--- src/hw/rtl/kfc_pkg.sv ---
// Shared types, key codes, ASCII codes and helpers for the keypad calculator.
package kfc_pkg;

  localparam int unsigned OPERAND_BITS_DEF = 32;
  localparam int unsigned KEY_W            = 5;
  localparam int unsigned KIND_W           = 2;
  localparam int unsigned CHAR_W           = 7;
  localparam int unsigned MAG_W            = 32;
  localparam int unsigned HUND_W           = 7;
  localparam int unsigned DIGIT_W          = 4;
  localparam int unsigned FRAC_SCALE       = 100;

  // keypad scan codes
  localparam logic [KEY_W-1:0] KEY_D7     = 5'd1;
  localparam logic [KEY_W-1:0] KEY_D8     = 5'd2;
  localparam logic [KEY_W-1:0] KEY_D9     = 5'd3;
  localparam logic [KEY_W-1:0] KEY_DIV    = 5'd4;
  localparam logic [KEY_W-1:0] KEY_D4     = 5'd5;
  localparam logic [KEY_W-1:0] KEY_D5     = 5'd6;
  localparam logic [KEY_W-1:0] KEY_D6     = 5'd7;
  localparam logic [KEY_W-1:0] KEY_MUL    = 5'd8;
  localparam logic [KEY_W-1:0] KEY_D1     = 5'd9;
  localparam logic [KEY_W-1:0] KEY_D2     = 5'd10;
  localparam logic [KEY_W-1:0] KEY_D3     = 5'd11;
  localparam logic [KEY_W-1:0] KEY_SUB    = 5'd12;
  localparam logic [KEY_W-1:0] KEY_CLEAR  = 5'd13;
  localparam logic [KEY_W-1:0] KEY_D0     = 5'd14;
  localparam logic [KEY_W-1:0] KEY_EQUALS = 5'd15;
  localparam logic [KEY_W-1:0] KEY_ADD    = 5'd16;

  // ASCII
  localparam logic [CHAR_W-1:0] CHR_NUL  = 7'h00;
  localparam logic [CHAR_W-1:0] CHR_ZERO = 7'h30;
  localparam logic [CHAR_W-1:0] CHR_DIV  = 7'h2F;
  localparam logic [CHAR_W-1:0] CHR_MUL  = 7'h2A;
  localparam logic [CHAR_W-1:0] CHR_SUB  = 7'h2D;
  localparam logic [CHAR_W-1:0] CHR_ADD  = 7'h2B;
  localparam logic [CHAR_W-1:0] CHR_EQ   = 7'h3D;

  typedef enum logic [1:0] {
    OP_ADD = 2'd0,
    OP_SUB = 2'd1,
    OP_MUL = 2'd2,
    OP_DIV = 2'd3
  } op_t;

  typedef enum logic [KIND_W-1:0] {
    EVT_ECHO    = 2'd0,
    EVT_RESULT  = 2'd1,
    EVT_DIVZERO = 2'd2,
    EVT_CLEARED = 2'd3
  } evt_t;

  typedef enum logic [2:0] {
    KC_NONE,
    KC_DIGIT,
    KC_OPER,
    KC_EQUALS,
    KC_CLEAR
  } key_class_t;

  typedef enum logic [3:0] {
    S_IDLE,
    S_DIG10,
    S_DIGADD,
    S_OPADD,
    S_EQADD,
    S_SUB1,
    S_SUB2,
    S_MUL,
    S_DIV,
    S_F5,
    S_F25,
    S_FDIV,
    S_EMIT
  } state_t;

  typedef struct packed {
    key_class_t          cls;
    logic [DIGIT_W-1:0]  digit;
    op_t                 op;
    logic [CHAR_W-1:0]   ch;
  } key_info_t;

  function automatic key_info_t key_decode(input logic [KEY_W-1:0] key);
    key_info_t k;
    k.cls   = KC_DIGIT;
    k.digit = '0;
    k.op    = OP_ADD;
    k.ch    = CHR_NUL;
    case (key)
      KEY_D0:     k.digit = 4'd0;
      KEY_D1:     k.digit = 4'd1;
      KEY_D2:     k.digit = 4'd2;
      KEY_D3:     k.digit = 4'd3;
      KEY_D4:     k.digit = 4'd4;
      KEY_D5:     k.digit = 4'd5;
      KEY_D6:     k.digit = 4'd6;
      KEY_D7:     k.digit = 4'd7;
      KEY_D8:     k.digit = 4'd8;
      KEY_D9:     k.digit = 4'd9;
      KEY_DIV:    begin k.cls = KC_OPER; k.op = OP_DIV; k.ch = CHR_DIV; end
      KEY_MUL:    begin k.cls = KC_OPER; k.op = OP_MUL; k.ch = CHR_MUL; end
      KEY_SUB:    begin k.cls = KC_OPER; k.op = OP_SUB; k.ch = CHR_SUB; end
      KEY_ADD:    begin k.cls = KC_OPER; k.op = OP_ADD; k.ch = CHR_ADD; end
      KEY_EQUALS: begin k.cls = KC_EQUALS; k.ch = CHR_EQ; end
      KEY_CLEAR:  k.cls = KC_CLEAR;
      default:    k.cls = KC_NONE;
    endcase
    if (k.cls == KC_DIGIT) begin
      k.ch = CHR_ZERO + {3'b000, k.digit};
    end
    return k;
  endfunction

  // clamp an operand-width value (zero-extended to 64 bits) to the display width
  function automatic logic [MAG_W-1:0] sat_mag(input logic [63:0] v);
    logic [MAG_W-1:0] m;
    m = (v[63:MAG_W] != '0) ? '1 : v[MAG_W-1:0];
    return m;
  endfunction

endpackage

--- src/hw/rtl/kfc_if.sv ---
// Handshake interfaces for key codes in and calculator events out.
interface kfc_key_if;
  import kfc_pkg::*;
  logic             valid;
  logic             ready;
  logic [KEY_W-1:0] key_code;

  modport source (output valid, output key_code, input ready);
  modport sink   (input valid, input key_code, output ready);
endinterface

interface kfc_evt_if;
  import kfc_pkg::*;
  logic              valid;
  logic              ready;
  logic [KIND_W-1:0] event_kind;
  logic [CHAR_W-1:0] echo_char;
  logic [MAG_W-1:0]  magnitude;
  logic              is_negative;
  logic [HUND_W-1:0] hundredths;
  logic              has_fraction;

  modport source (output valid, output event_kind, output echo_char, output magnitude,
                  output is_negative, output hundredths, output has_fraction,
                  input ready);
  modport sink   (input valid, input event_kind, input echo_char, input magnitude,
                  input is_negative, input hundredths, input has_fraction,
                  output ready);
endinterface

--- src/hw/rtl/keypad_four_function_calculator.sv ---
// From key transfer to result register: a digit key goes S_DIG10, S_DIGADD; an operator
// S_OPADD; equals S_EQADD, S_SUB1 then S_SUB2 on a borrow, S_MUL, or S_DIV, S_F5, S_F25,
// S_FDIV by operator; clear and divide by zero go straight to S_EMIT. Keys are taken only
// in S_IDLE. Multiply and divide iterate one bit per cycle through a shared (N+7)-bit adder.
// A new key is taken while the previous result still waits in the output register.
// Synchronous active-low reset: operands zero, operator add, no result pending.
module keypad_four_function_calculator #(
  parameter int unsigned OPERAND_BITS = kfc_pkg::OPERAND_BITS_DEF
) (
  input logic        clk,
  input logic        rst_n,
  kfc_key_if.sink    in_ch,
  kfc_evt_if.source  out_ch
);
  import kfc_pkg::*;

  localparam int unsigned N  = OPERAND_BITS;
  localparam int unsigned W  = N + 7;           // holds 100 * remainder
  localparam int unsigned CW = $clog2(N + 1);

  // architectural state
  logic [N-1:0] a_r, a_nxt;                     // first operand
  logic [N-1:0] b_r, b_nxt;                     // entry value
  op_t          op_r, op_nxt;

  // sequencer and work registers
  state_t             state_r, state_nxt;
  logic [W-1:0]       acc_r, acc_nxt;           // product / partial remainder
  logic [N-1:0]       q_r, q_nxt;               // multiplier or dividend/quotient shift
  logic [HUND_W-1:0]  h_r, h_nxt;               // fraction dividend/quotient shift
  logic [CW-1:0]      cnt_r, cnt_nxt;
  logic               ovf_r, ovf_nxt;
  logic [DIGIT_W-1:0] digit_r, digit_nxt;
  logic               eq_r, eq_nxt;             // current key was equals

  // result staged for the output register
  evt_t              res_kind_r, res_kind_nxt;
  logic [CHAR_W-1:0] res_char_r, res_char_nxt;
  logic [MAG_W-1:0]  res_mag_r, res_mag_nxt;
  logic              res_neg_r, res_neg_nxt;
  logic [HUND_W-1:0] res_hund_r, res_hund_nxt;
  logic              res_frac_r, res_frac_nxt;

  // output register
  logic              out_valid_r, out_valid_nxt;
  evt_t              out_kind_r;
  logic [CHAR_W-1:0] out_char_r;
  logic [MAG_W-1:0]  out_mag_r;
  logic              out_neg_r;
  logic [HUND_W-1:0] out_hund_r;
  logic              out_frac_r;

  logic      in_xfer, emit_go, last;
  key_info_t kinfo;

  // shared adder/subtractor
  logic [W-1:0] add_x, add_y;
  logic         add_sub;
  logic [W:0]   add_sum;
  logic         borrow, hi_ovf;

  assign in_ch.ready = (state_r == S_IDLE);
  assign in_xfer     = in_ch.valid && in_ch.ready;
  assign kinfo       = key_decode(in_ch.key_code);
  assign emit_go     = (state_r == S_EMIT) && (!out_valid_r || out_ch.ready);
  assign last        = (cnt_r == CW'(1));

  assign add_sum = {1'b0, add_x} + ({1'b0, add_y} ^ {(W+1){add_sub}}) + (W+1)'(add_sub);
  assign borrow  = add_sum[W];
  assign hi_ovf  = |add_sum[W:N];

  // adder operand selection
  always_comb begin
    add_x   = '0;
    add_y   = '0;
    add_sub = 1'b0;
    case (state_r)
      S_DIG10: begin
        add_x = W'({b_r, 3'b000});
        add_y = W'({b_r, 1'b0});
      end
      S_DIGADD: begin
        add_x = acc_r;
        add_y = W'(digit_r);
      end
      S_OPADD, S_EQADD: begin
        add_x = W'(a_r);
        add_y = W'(b_r);
      end
      S_SUB1: begin
        add_x   = W'(a_r);
        add_y   = W'(b_r);
        add_sub = 1'b1;
      end
      S_SUB2: begin
        add_x   = W'(b_r);
        add_y   = W'(a_r);
        add_sub = 1'b1;
      end
      S_MUL: begin
        // MSB-first shift-and-add: 2P + bit*a
        add_x = W'({acc_r[N-2:0], 1'b0});
        add_y = q_r[N-1] ? W'(a_r) : '0;
      end
      S_DIV: begin
        add_x   = W'({acc_r[N-1:0], q_r[N-1]});
        add_y   = W'(b_r);
        add_sub = 1'b1;
      end
      S_F5: begin
        add_x = W'({acc_r[N-1:0], 2'b00});
        add_y = acc_r;
      end
      S_F25: begin
        add_x = W'({acc_r[N+2:0], 2'b00});
        add_y = acc_r;
      end
      S_FDIV: begin
        add_x   = W'({acc_r[N-1:0], h_r[HUND_W-1]});
        add_y   = W'(b_r);
        add_sub = 1'b1;
      end
      default: begin
        add_x = '0;
      end
    endcase
  end

  // next state
  always_comb begin
    state_nxt = state_r;
    case (state_r)
      S_IDLE: begin
        if (in_xfer) begin
          case (kinfo.cls)
            KC_DIGIT:  state_nxt = S_DIG10;
            KC_OPER:   state_nxt = S_OPADD;
            KC_CLEAR:  state_nxt = S_EMIT;
            KC_EQUALS: begin
              case (op_r)
                OP_ADD:  state_nxt = S_EQADD;
                OP_SUB:  state_nxt = S_SUB1;
                OP_MUL:  state_nxt = S_MUL;
                OP_DIV:  state_nxt = (b_r == '0) ? S_EMIT : S_DIV;
                default: state_nxt = S_EQADD;
              endcase
            end
            default:   state_nxt = S_IDLE;
          endcase
        end
      end
      S_DIG10:  state_nxt = S_DIGADD;
      S_DIGADD: state_nxt = S_EMIT;
      S_OPADD:  state_nxt = S_EMIT;
      S_EQADD:  state_nxt = S_EMIT;
      S_SUB1:   state_nxt = borrow ? S_SUB2 : S_EMIT;
      S_SUB2:   state_nxt = S_EMIT;
      S_MUL:    state_nxt = last ? S_EMIT : S_MUL;
      S_DIV:    state_nxt = last ? S_F5 : S_DIV;
      S_F5:     state_nxt = S_F25;
      S_F25:    state_nxt = S_FDIV;
      S_FDIV:   state_nxt = last ? S_EMIT : S_FDIV;
      S_EMIT:   state_nxt = emit_go ? S_IDLE : S_EMIT;
      default:  state_nxt = S_IDLE;
    endcase
  end

  // datapath and result staging
  always_comb begin
    logic mul_ovf;
    a_nxt        = a_r;
    b_nxt        = b_r;
    op_nxt       = op_r;
    acc_nxt      = acc_r;
    q_nxt        = q_r;
    h_nxt        = h_r;
    cnt_nxt      = cnt_r;
    ovf_nxt      = ovf_r;
    digit_nxt    = digit_r;
    eq_nxt       = eq_r;
    res_kind_nxt = res_kind_r;
    res_char_nxt = res_char_r;
    res_mag_nxt  = res_mag_r;
    res_neg_nxt  = res_neg_r;
    res_hund_nxt = res_hund_r;
    res_frac_nxt = res_frac_r;
    mul_ovf      = ovf_r | acc_r[N-1] | hi_ovf;
    case (state_r)
      S_IDLE: begin
        if (in_xfer) begin
          eq_nxt       = (kinfo.cls == KC_EQUALS);
          digit_nxt    = kinfo.digit;
          res_kind_nxt = EVT_ECHO;
          res_char_nxt = kinfo.ch;
          res_mag_nxt  = '0;
          res_neg_nxt  = 1'b0;
          res_hund_nxt = '0;
          res_frac_nxt = 1'b0;
          case (kinfo.cls)
            KC_OPER:  op_nxt = kinfo.op;
            KC_CLEAR: begin
              a_nxt        = '0;
              b_nxt        = '0;
              op_nxt       = OP_ADD;
              res_kind_nxt = EVT_CLEARED;
            end
            KC_EQUALS: begin
              res_kind_nxt = (op_r == OP_DIV && b_r == '0) ? EVT_DIVZERO : EVT_RESULT;
              acc_nxt      = '0;
              ovf_nxt      = 1'b0;
              cnt_nxt      = CW'(N);
              q_nxt        = (op_r == OP_DIV) ? a_r : b_r;
            end
            default: begin
              acc_nxt = acc_r;
            end
          endcase
        end
      end
      S_DIG10: acc_nxt = add_sum[W-1:0];
      S_DIGADD: b_nxt = hi_ovf ? '1 : add_sum[N-1:0];
      S_OPADD: begin
        a_nxt = hi_ovf ? '1 : add_sum[N-1:0];
        b_nxt = '0;
      end
      S_EQADD: res_mag_nxt = sat_mag(64'(hi_ovf ? {N{1'b1}} : add_sum[N-1:0]));
      S_SUB1: res_mag_nxt = sat_mag(64'(add_sum[N-1:0]));
      S_SUB2: begin
        res_mag_nxt = sat_mag(64'(add_sum[N-1:0]));
        res_neg_nxt = 1'b1;
      end
      S_MUL: begin
        ovf_nxt = mul_ovf;
        acc_nxt = W'(add_sum[N-1:0]);
        q_nxt   = {q_r[N-2:0], 1'b0};
        cnt_nxt = cnt_r - CW'(1);
        if (last) begin
          res_mag_nxt = sat_mag(64'(mul_ovf ? {N{1'b1}} : add_sum[N-1:0]));
        end
      end
      S_DIV: begin
        // restoring step: keep the difference when it did not go negative
        acc_nxt = borrow ? W'({acc_r[N-2:0], q_r[N-1]}) : W'(add_sum[N-1:0]);
        q_nxt   = {q_r[N-2:0], ~borrow};
        cnt_nxt = cnt_r - CW'(1);
        if (last) begin
          res_mag_nxt = sat_mag(64'({q_r[N-2:0], ~borrow}));
        end
      end
      S_F5: acc_nxt = add_sum[W-1:0];
      S_F25: begin
        // 100r = 25r << 2; start the 7-bit long division with 100r >> 7
        acc_nxt = W'(add_sum[N+4:5]);
        h_nxt   = {add_sum[4:0], 2'b00};
        cnt_nxt = CW'(HUND_W);
      end
      S_FDIV: begin
        acc_nxt = borrow ? W'({acc_r[N-2:0], h_r[HUND_W-1]}) : W'(add_sum[N-1:0]);
        h_nxt   = {h_r[HUND_W-2:0], ~borrow};
        cnt_nxt = cnt_r - CW'(1);
        if (last) begin
          res_hund_nxt = {h_r[HUND_W-2:0], ~borrow};
          res_frac_nxt = 1'b1;
        end
      end
      S_EMIT: begin
        if (eq_r) begin
          a_nxt = '0;
          b_nxt = '0;
        end
      end
      default: begin
        acc_nxt = acc_r;
      end
    endcase
  end

  assign out_valid_nxt = emit_go ? 1'b1 : (out_ch.ready ? 1'b0 : out_valid_r);

  always_ff @(posedge clk) begin
    if (!rst_n) begin
      state_r     <= S_IDLE;
      a_r         <= '0;
      b_r         <= '0;
      op_r        <= OP_ADD;
      cnt_r       <= '0;
      ovf_r       <= 1'b0;
      eq_r        <= 1'b0;
      out_valid_r <= 1'b0;
    end else begin
      state_r     <= state_nxt;
      a_r         <= a_nxt;
      b_r         <= b_nxt;
      op_r        <= op_nxt;
      cnt_r       <= cnt_nxt;
      ovf_r       <= ovf_nxt;
      eq_r        <= eq_nxt;
      out_valid_r <= out_valid_nxt;
    end
  end

  always_ff @(posedge clk) begin
    acc_r      <= acc_nxt;
    q_r        <= q_nxt;
    h_r        <= h_nxt;
    digit_r    <= digit_nxt;
    res_kind_r <= res_kind_nxt;
    res_char_r <= res_char_nxt;
    res_mag_r  <= res_mag_nxt;
    res_neg_r  <= res_neg_nxt;
    res_hund_r <= res_hund_nxt;
    res_frac_r <= res_frac_nxt;
    if (emit_go) begin
      out_kind_r <= res_kind_r;
      out_char_r <= res_char_r;
      out_mag_r  <= res_mag_r;
      out_neg_r  <= res_neg_r;
      out_hund_r <= res_hund_r;
      out_frac_r <= res_frac_r;
    end
  end

  assign out_ch.valid        = out_valid_r;
  assign out_ch.event_kind   = out_kind_r;
  assign out_ch.echo_char    = out_char_r;
  assign out_ch.magnitude    = out_mag_r;
  assign out_ch.is_negative  = out_neg_r;
  assign out_ch.hundredths   = out_hund_r;
  assign out_ch.has_fraction = out_frac_r;

  // equals always leaves both operands cleared
  a_eq_clears: assert property (@(posedge clk) disable iff (!rst_n)
    (state_r == S_EMIT && eq_r) |=> (a_r == '0 && b_r == '0))
    else $error("operands not cleared after equals");

  // the divide loop is never entered with a zero divisor
  a_div_nonzero: assert property (@(posedge clk) disable iff (!rst_n)
    (state_r == S_DIV || state_r == S_FDIV) |-> (b_r != '0))
    else $error("divide running with zero divisor");

  a_cnt_range: assert property (@(posedge clk) disable iff (!rst_n)
    cnt_r <= CW'(N))
    else $error("iteration counter out of range");

  // a fraction only ever comes with a result and stays below one
  a_frac_ok: assert property (@(posedge clk) disable iff (!rst_n)
    (out_valid_r && out_frac_r) |->
      (out_kind_r == EVT_RESULT && out_hund_r < HUND_W'(FRAC_SCALE) && !out_neg_r))
    else $error("bad fractional result");

  a_neg_ok: assert property (@(posedge clk) disable iff (!rst_n)
    (out_valid_r && out_neg_r) |-> (out_kind_r == EVT_RESULT))
    else $error("sign flag on a non-result event");

endmodule
--- src/flat_wrapper.sv ---
// flat-port wrapper written by rule: the top's interface ports become plain ports
module keypad_four_function_calculator_flat import kfc_pkg::*;
#(
  parameter int unsigned OPERAND_BITS = kfc_pkg::OPERAND_BITS_DEF
)
  (clk, rst_n, in_ch_valid, in_ch_key_code, in_ch_ready, out_ch_valid, out_ch_event_kind, out_ch_echo_char, out_ch_magnitude, out_ch_is_negative, out_ch_hundredths, out_ch_has_fraction, out_ch_ready);
  kfc_key_if in_ch_i ();
  kfc_evt_if out_ch_i ();
  input logic clk;
  input logic rst_n;
  input wire logic [$bits(in_ch_i.valid)-1:0] in_ch_valid;
  input wire logic [$bits(in_ch_i.key_code)-1:0] in_ch_key_code;
  output wire logic [$bits(in_ch_i.ready)-1:0] in_ch_ready;
  output wire logic [$bits(out_ch_i.valid)-1:0] out_ch_valid;
  output wire logic [$bits(out_ch_i.event_kind)-1:0] out_ch_event_kind;
  output wire logic [$bits(out_ch_i.echo_char)-1:0] out_ch_echo_char;
  output wire logic [$bits(out_ch_i.magnitude)-1:0] out_ch_magnitude;
  output wire logic [$bits(out_ch_i.is_negative)-1:0] out_ch_is_negative;
  output wire logic [$bits(out_ch_i.hundredths)-1:0] out_ch_hundredths;
  output wire logic [$bits(out_ch_i.has_fraction)-1:0] out_ch_has_fraction;
  input wire logic [$bits(out_ch_i.ready)-1:0] out_ch_ready;
  assign in_ch_i.valid = in_ch_valid;
  assign in_ch_i.key_code = in_ch_key_code;
  assign in_ch_ready = in_ch_i.ready;
  assign out_ch_valid = out_ch_i.valid;
  assign out_ch_event_kind = out_ch_i.event_kind;
  assign out_ch_echo_char = out_ch_i.echo_char;
  assign out_ch_magnitude = out_ch_i.magnitude;
  assign out_ch_is_negative = out_ch_i.is_negative;
  assign out_ch_hundredths = out_ch_i.hundredths;
  assign out_ch_has_fraction = out_ch_i.has_fraction;
  assign out_ch_i.ready = out_ch_ready;
  keypad_four_function_calculator #(.OPERAND_BITS(OPERAND_BITS)) u_core (.clk(clk), .rst_n(rst_n), .in_ch(in_ch_i), .out_ch(out_ch_i));
endmodule
--- config.mk ---
export PLATFORM = sky130hd
export DESIGN_NAME = keypad_four_function_calculator_flat
export DESIGN_NICKNAME = d
export VERILOG_FILES = /design/src/hw/rtl/kfc_pkg.sv /design/src/hw/rtl/kfc_if.sv /design/src/hw/rtl/keypad_four_function_calculator.sv /design/src/flat_wrapper.sv
export SDC_FILE = /design/constraint.sdc
export NUM_CORES = 1
export LEC_CHECK = 0
export BUFFER_PORTS_ARGS = -buffer_cell sky130_fd_sc_hd__buf_2
export CAP_MARGIN = 20
export CORE_ASPECT_RATIO = 0.7
export CORE_MARGIN = 4
export CORE_UTILIZATION = 40
export CTS_CLUSTER_SIZE = 10
export DETAILED_ROUTE_END_ITERATION = 12
export GPL_ROUTABILITY_DRIVEN = 0
export MAX_ROUTING_LAYER = met4
export PLACE_DENSITY = 0.57
export SLEW_MARGIN = 20
export SYNTH_ARGS = -nofsm -noshare
export SYNTH_HDL_FRONTEND = slang
export SYNTH_SLANG_ARGS = --single-unit
--- constraint.sdc ---
create_clock -name clk -period 12.4 [get_ports clk]
set_input_delay 0.62 -clock clk [delete_from_list [all_inputs] [get_ports clk]]
set_output_delay 0.62 -clock clk [all_outputs]
set_load 0.1 [all_outputs]
==> metrics.md <==
| Metric | Value |
|---|---|
| Status | complete, no violations |
| Skew final | between 0.04 and 0.05 ns |
| Max_cap viols | 0 |
| GR Overflow Total | 0 |
| Synthesized net count | about 1600 |
| Final setup vio count | 0 |
| Initial core utilization | between 40 and 50% |
| Pint | around 1.7 mW |
| Sequential share of power | between 40% and 50% |
| Psw | 0.965 mW |
| Pwr dens | between 150 and 200 nW/um^2 |
| Routed WL per cell | 25.0 microns |
| Die Area | 41600 sq um |
| Clock slew at the register clock pins of the worst setup and hold paths | 0.07 ns |
| Ys async rst share | 0% |
| Critical path arrival | around 7.5 ns |
| PostCTS Resize Cnt | 0 |
| Clk network pwr share | 31.1% |
| Vias per Instance | around 6.5 |
| Global Route met3 Usage | between 7 and 8% |
| H-tree depth | 1 |
| Critical Path RT | between 10 and 15 ns |
| Reg-to-reg startpoint | u_core.state_r[0]$_SDFFE_PN0N_ |
| Crit Path Max Fanout | 38 |
| Layout Cells excl Fill | between 2000 and 2500 |
| Number of synthesis warnings | 0 |
| Row count | around 60 |
| Die Span X | 242 microns |
| IO Pins | between 60 and 70 |
| Share of cells above drive strength 1 | 9.65% |
| Final WL | approximately 52 mm |
| Clk sinks | ~260 |
| Bufs on Longest Clock Path | 3 |
| Synth cell count leaders | 200 x nand2_1, 180 x edfxtp_1, 124 x o21ai_0 |
| Hold Crit Class | in -> reg |
| Total core area | about 38000 sq um |
| Filler cells | around 3600 |
| CTS Root Cell | clkbuf_16 |
| Leak | just over 6 nW |
| Final period util | between 50% and 60% |
| Mapped Area | ~15000 sq um |
| Number of DRC markers in iteration 0 | approximately 2400 |
| CP Cell Sequence | inv_1 > nand2_1 > and2_1 > nor2_2 > buf_4 > a22o_1 > a221oi_1 > xnor2_1 > ha_1 > a21oi_1 > nand2_1 > a221o_1 > a311oi_1 > o211ai_1 > o311ai_0 > and4_1 > and2_1 > nand2_1 > a22o_1 |
| Least-Margin Pin Slew | ~1.2 ns |
| CP endpoint kind | register |
| TNS Setup | 0 ns |
| Final Power | ~2.7 mW |
| Final Hold Vio Count | 0 |
| DP HPWL | about 36 mm |
| Peak Freq | approximately 0.14 GHz |
| Worst Setup Start Kind | register |
| Crit path kind | reg -> reg |
| Switching Fraction | between 30% and 40% |
| CTS Buf Count | 30 |
| Cell count after synthesis | 1579 |
| Multi-input gate area | roughly 8000 sq um |
| Placed cell count | around 2000 |
| Die height | roughly 170 microns |
| First-pass GRT wire length | a little under 80 mm |
| RSZ-0062 raised after global routing | false |
| Met1 usage | 38.7% |
| # diodes | 0 |
| Synth top area share | a little over a third |
| Top FF cell, synth | edfxtp_1 |
| Seq/Total Area, Yosys | around 46% |
| Synthesis-to-finish area growth | 10.9% |
| Nets | roughly 1600 |
| Yosys top cell by area | edfxtp_1 |
| Count leader, synth | nand2_1 |
| Buffers on Ports | between 50 and 60 |
| Worst path max stage delay | 0.88 ns |
| Gate power share | about 28% |
| Critical Path Most Common Cell | nand2_1 |
| M2 GR Usage | between 30% and 40% |
| #FFs+latches synth | between 200 and 300 |
| Post-DRT Antenna Nets | 0 |
| Crit path time final | around 7.0 ns |
| TritonRoute pass-1 iters | 8 |
| Clk_lat worst skew | 0.61 ns |
| Pin count of the biggest net entering global routing | between 60 and 70 |
| Count of flip-flops with a built-in enable after synthesis | 180 |
| Syn Area/Cell | about 10 sq um |
| Final Max Slew Viols | 0 |
| Beginning of the worst hold path | out_ch_ready |
| CP Launch Point | u_core.state_r[0]$_SDFFE_PN0N_ |
| Worst VDD drop | 0.000116 V |
| Residual DRC | 0 |
| Initial antenna violation count | 1 |
| Register area | ~7000 sq um |
| Vias | about 14000 |
| Number of hold buffers added after CTS | 0 |
| Post-CTS Setup Inserts | 0 |
| Netlist cell types | 75 |
| Slowest cell on the critical path | and2_1 |
| CTS tree | built |
| GR Util All Layers | about 25% |
| Gr busiest metal | met1 |
| Top post-synthesis cells by area | edfxtp_1 35%, dfxtp_1 10%, nand2_1 4.9% |
| Number of global-route vias before repair | between 10000 and 15000 |
| Rel. slew slack | around 19% |
| Fin Hold WS | around 0.35 ns |
## stage by stage
step	util, %	cell area [sq um]	setup WS (ns)
after global placement	42.9	16100	5.97
after floorplan	-	15400	6.21
after global routing	45.4	17000	4.99
final	45.4	17000	5.36
after CTS	45.4	17000	5.52
after detailed placement	43.0	16100	5.56
## worst paths after layout
path	endpoint	slack, ns	depth (start not counted)
max	u_core.a_r[9]$_SDFFE_PN0P_	5.36	19
min	u_core.out_ch.valid$_SDFFE_PN0P_	0.35	4
max reg2reg	u_core.a_r[9]$_SDFFE_PN0P_	5.36	19
min reg2reg	u_core.out_ch.echo_char[3]$_DFFE_PP_	0.41	0
## state kept, by name, summed over array words and instances, names as in the netlist
register                    flops
u_core.ovf_r                    1
u_core.out_ch.event_kind        2
u_core.out_ch.echo_char         6
u_core.state_r                  4
u_core.a_r                     32
u_core.out_ch.is_negative       1
u_core.out_ch.has_fraction      1
u_core.op_r                     2
u_core.res_hund_r               7
u_core.res_neg_r                1
u_core.res_frac_r               1
u_core.q_r                     32
u_core.cnt_r                    6
u_core.digit_r                  4
u_core.res_char_r               6
u_core.h_r                      7
u_core.eq_r                     1
u_core.res_mag_r               32
u_core.out_ch.magnitude        32
u_core.res_kind_r               2
u_core.out_ch.hundredths        7
u_core.acc_r                   39
u_core.out_ch.valid             1
u_core.b_r                     32
## layout make-up
class                           instances  share of cell area [%]
Tap cell                              488                    3.59
Clock inverter                          1                   0.176
Clock buffer                           53                    5.16
Sequential cell                       259                    41.0
Timing Repair Buffer                   86                    2.93
Inverter                               23                   0.507
Multi-Input combinational cell       1185                    46.6
## critical path: cells and delay by family (launching register included)
kind	cells	cell delay (ns)
flops	1	0.84
buf+inv	2	0.49
simple gates	7	2.02
compound gates	8	3.03
fa+ha+maj	1	0.40
xor+xnor	1	0.12
## cell families (layout without fill, tap and decap cells)
logic type               after synthesis  count (layout)  share of synthesized area, %
AO/OA/AOI/OAI                        546             546                          25.0
XOR/XNOR                              72              72                          4.16
adder cells (fa/ha/maj)               45              45                          3.72
buffers and inverters                135             163                          3.58
flip-flops                           259             259                          45.5
multiplexers                          58              58                          3.78
other                                  1               1                        0.0244
AND/OR/NAND/NOR                      463             463                          14.2
## cell usage in the layout (no fill, tap or decap), types with 11 or more instances in the layout
| cell | n |
|---|---|
| nand4_1 | 19 |
| buf_2 | 59 |
| and2_1 | 18 |
| xnor2_1 | 53 |
| a221oi_1 | 29 |
| o21ai_0 | 123 |
| nand2b_1 | 29 |
| ha_1 | 43 |
| clkbuf_1 | 20 |
| inv_1 | 23 |
| nor3_1 | 15 |
| o221ai_1 | 14 |
| a221o_1 | 29 |
| buf_4 | 27 |
| a21oi_1 | 119 |
| a31oi_1 | 11 |
| a21o_1 | 16 |
| xor2_1 | 16 |
| clkbuf_16 | 31 |
| a222oi_1 | 29 |
| dfxtp_1 | 79 |
| mux2i_1 | 57 |
| a22oi_1 | 30 |
| nor2_1 | 90 |
| edfxtp_1 | 180 |
| a22o_1 | 77 |
| nand2_1 | 199 |
| nand3_1 | 23 |
## power by group through the flow
| stage | Clock [mW] | Combinational [mW] | Sequential (mW) |
|---|---|---|---|
| 2_1_floorplan | 0 | 0.481 | 1.10 |
| 3_3_place_gp | 0 | 0.704 | 1.12 |
| 3_5_place_dp | 0 | 0.716 | 1.12 |
| 4_1_cts | 0.855 | 0.718 | 1.11 |
| 5_1_grt | 0.892 | 0.788 | 1.12 |
| 6_report | 0.834 | 0.737 | 1.11 |
## per-layer routing
metal	wire [microns]	vias up
met2	19200	852
met5	0	-
met1	25000	6593
met3	7110	77
met4	982	0
li1	-	6072
No activity file was read; power rests on OpenSTA's default activity.
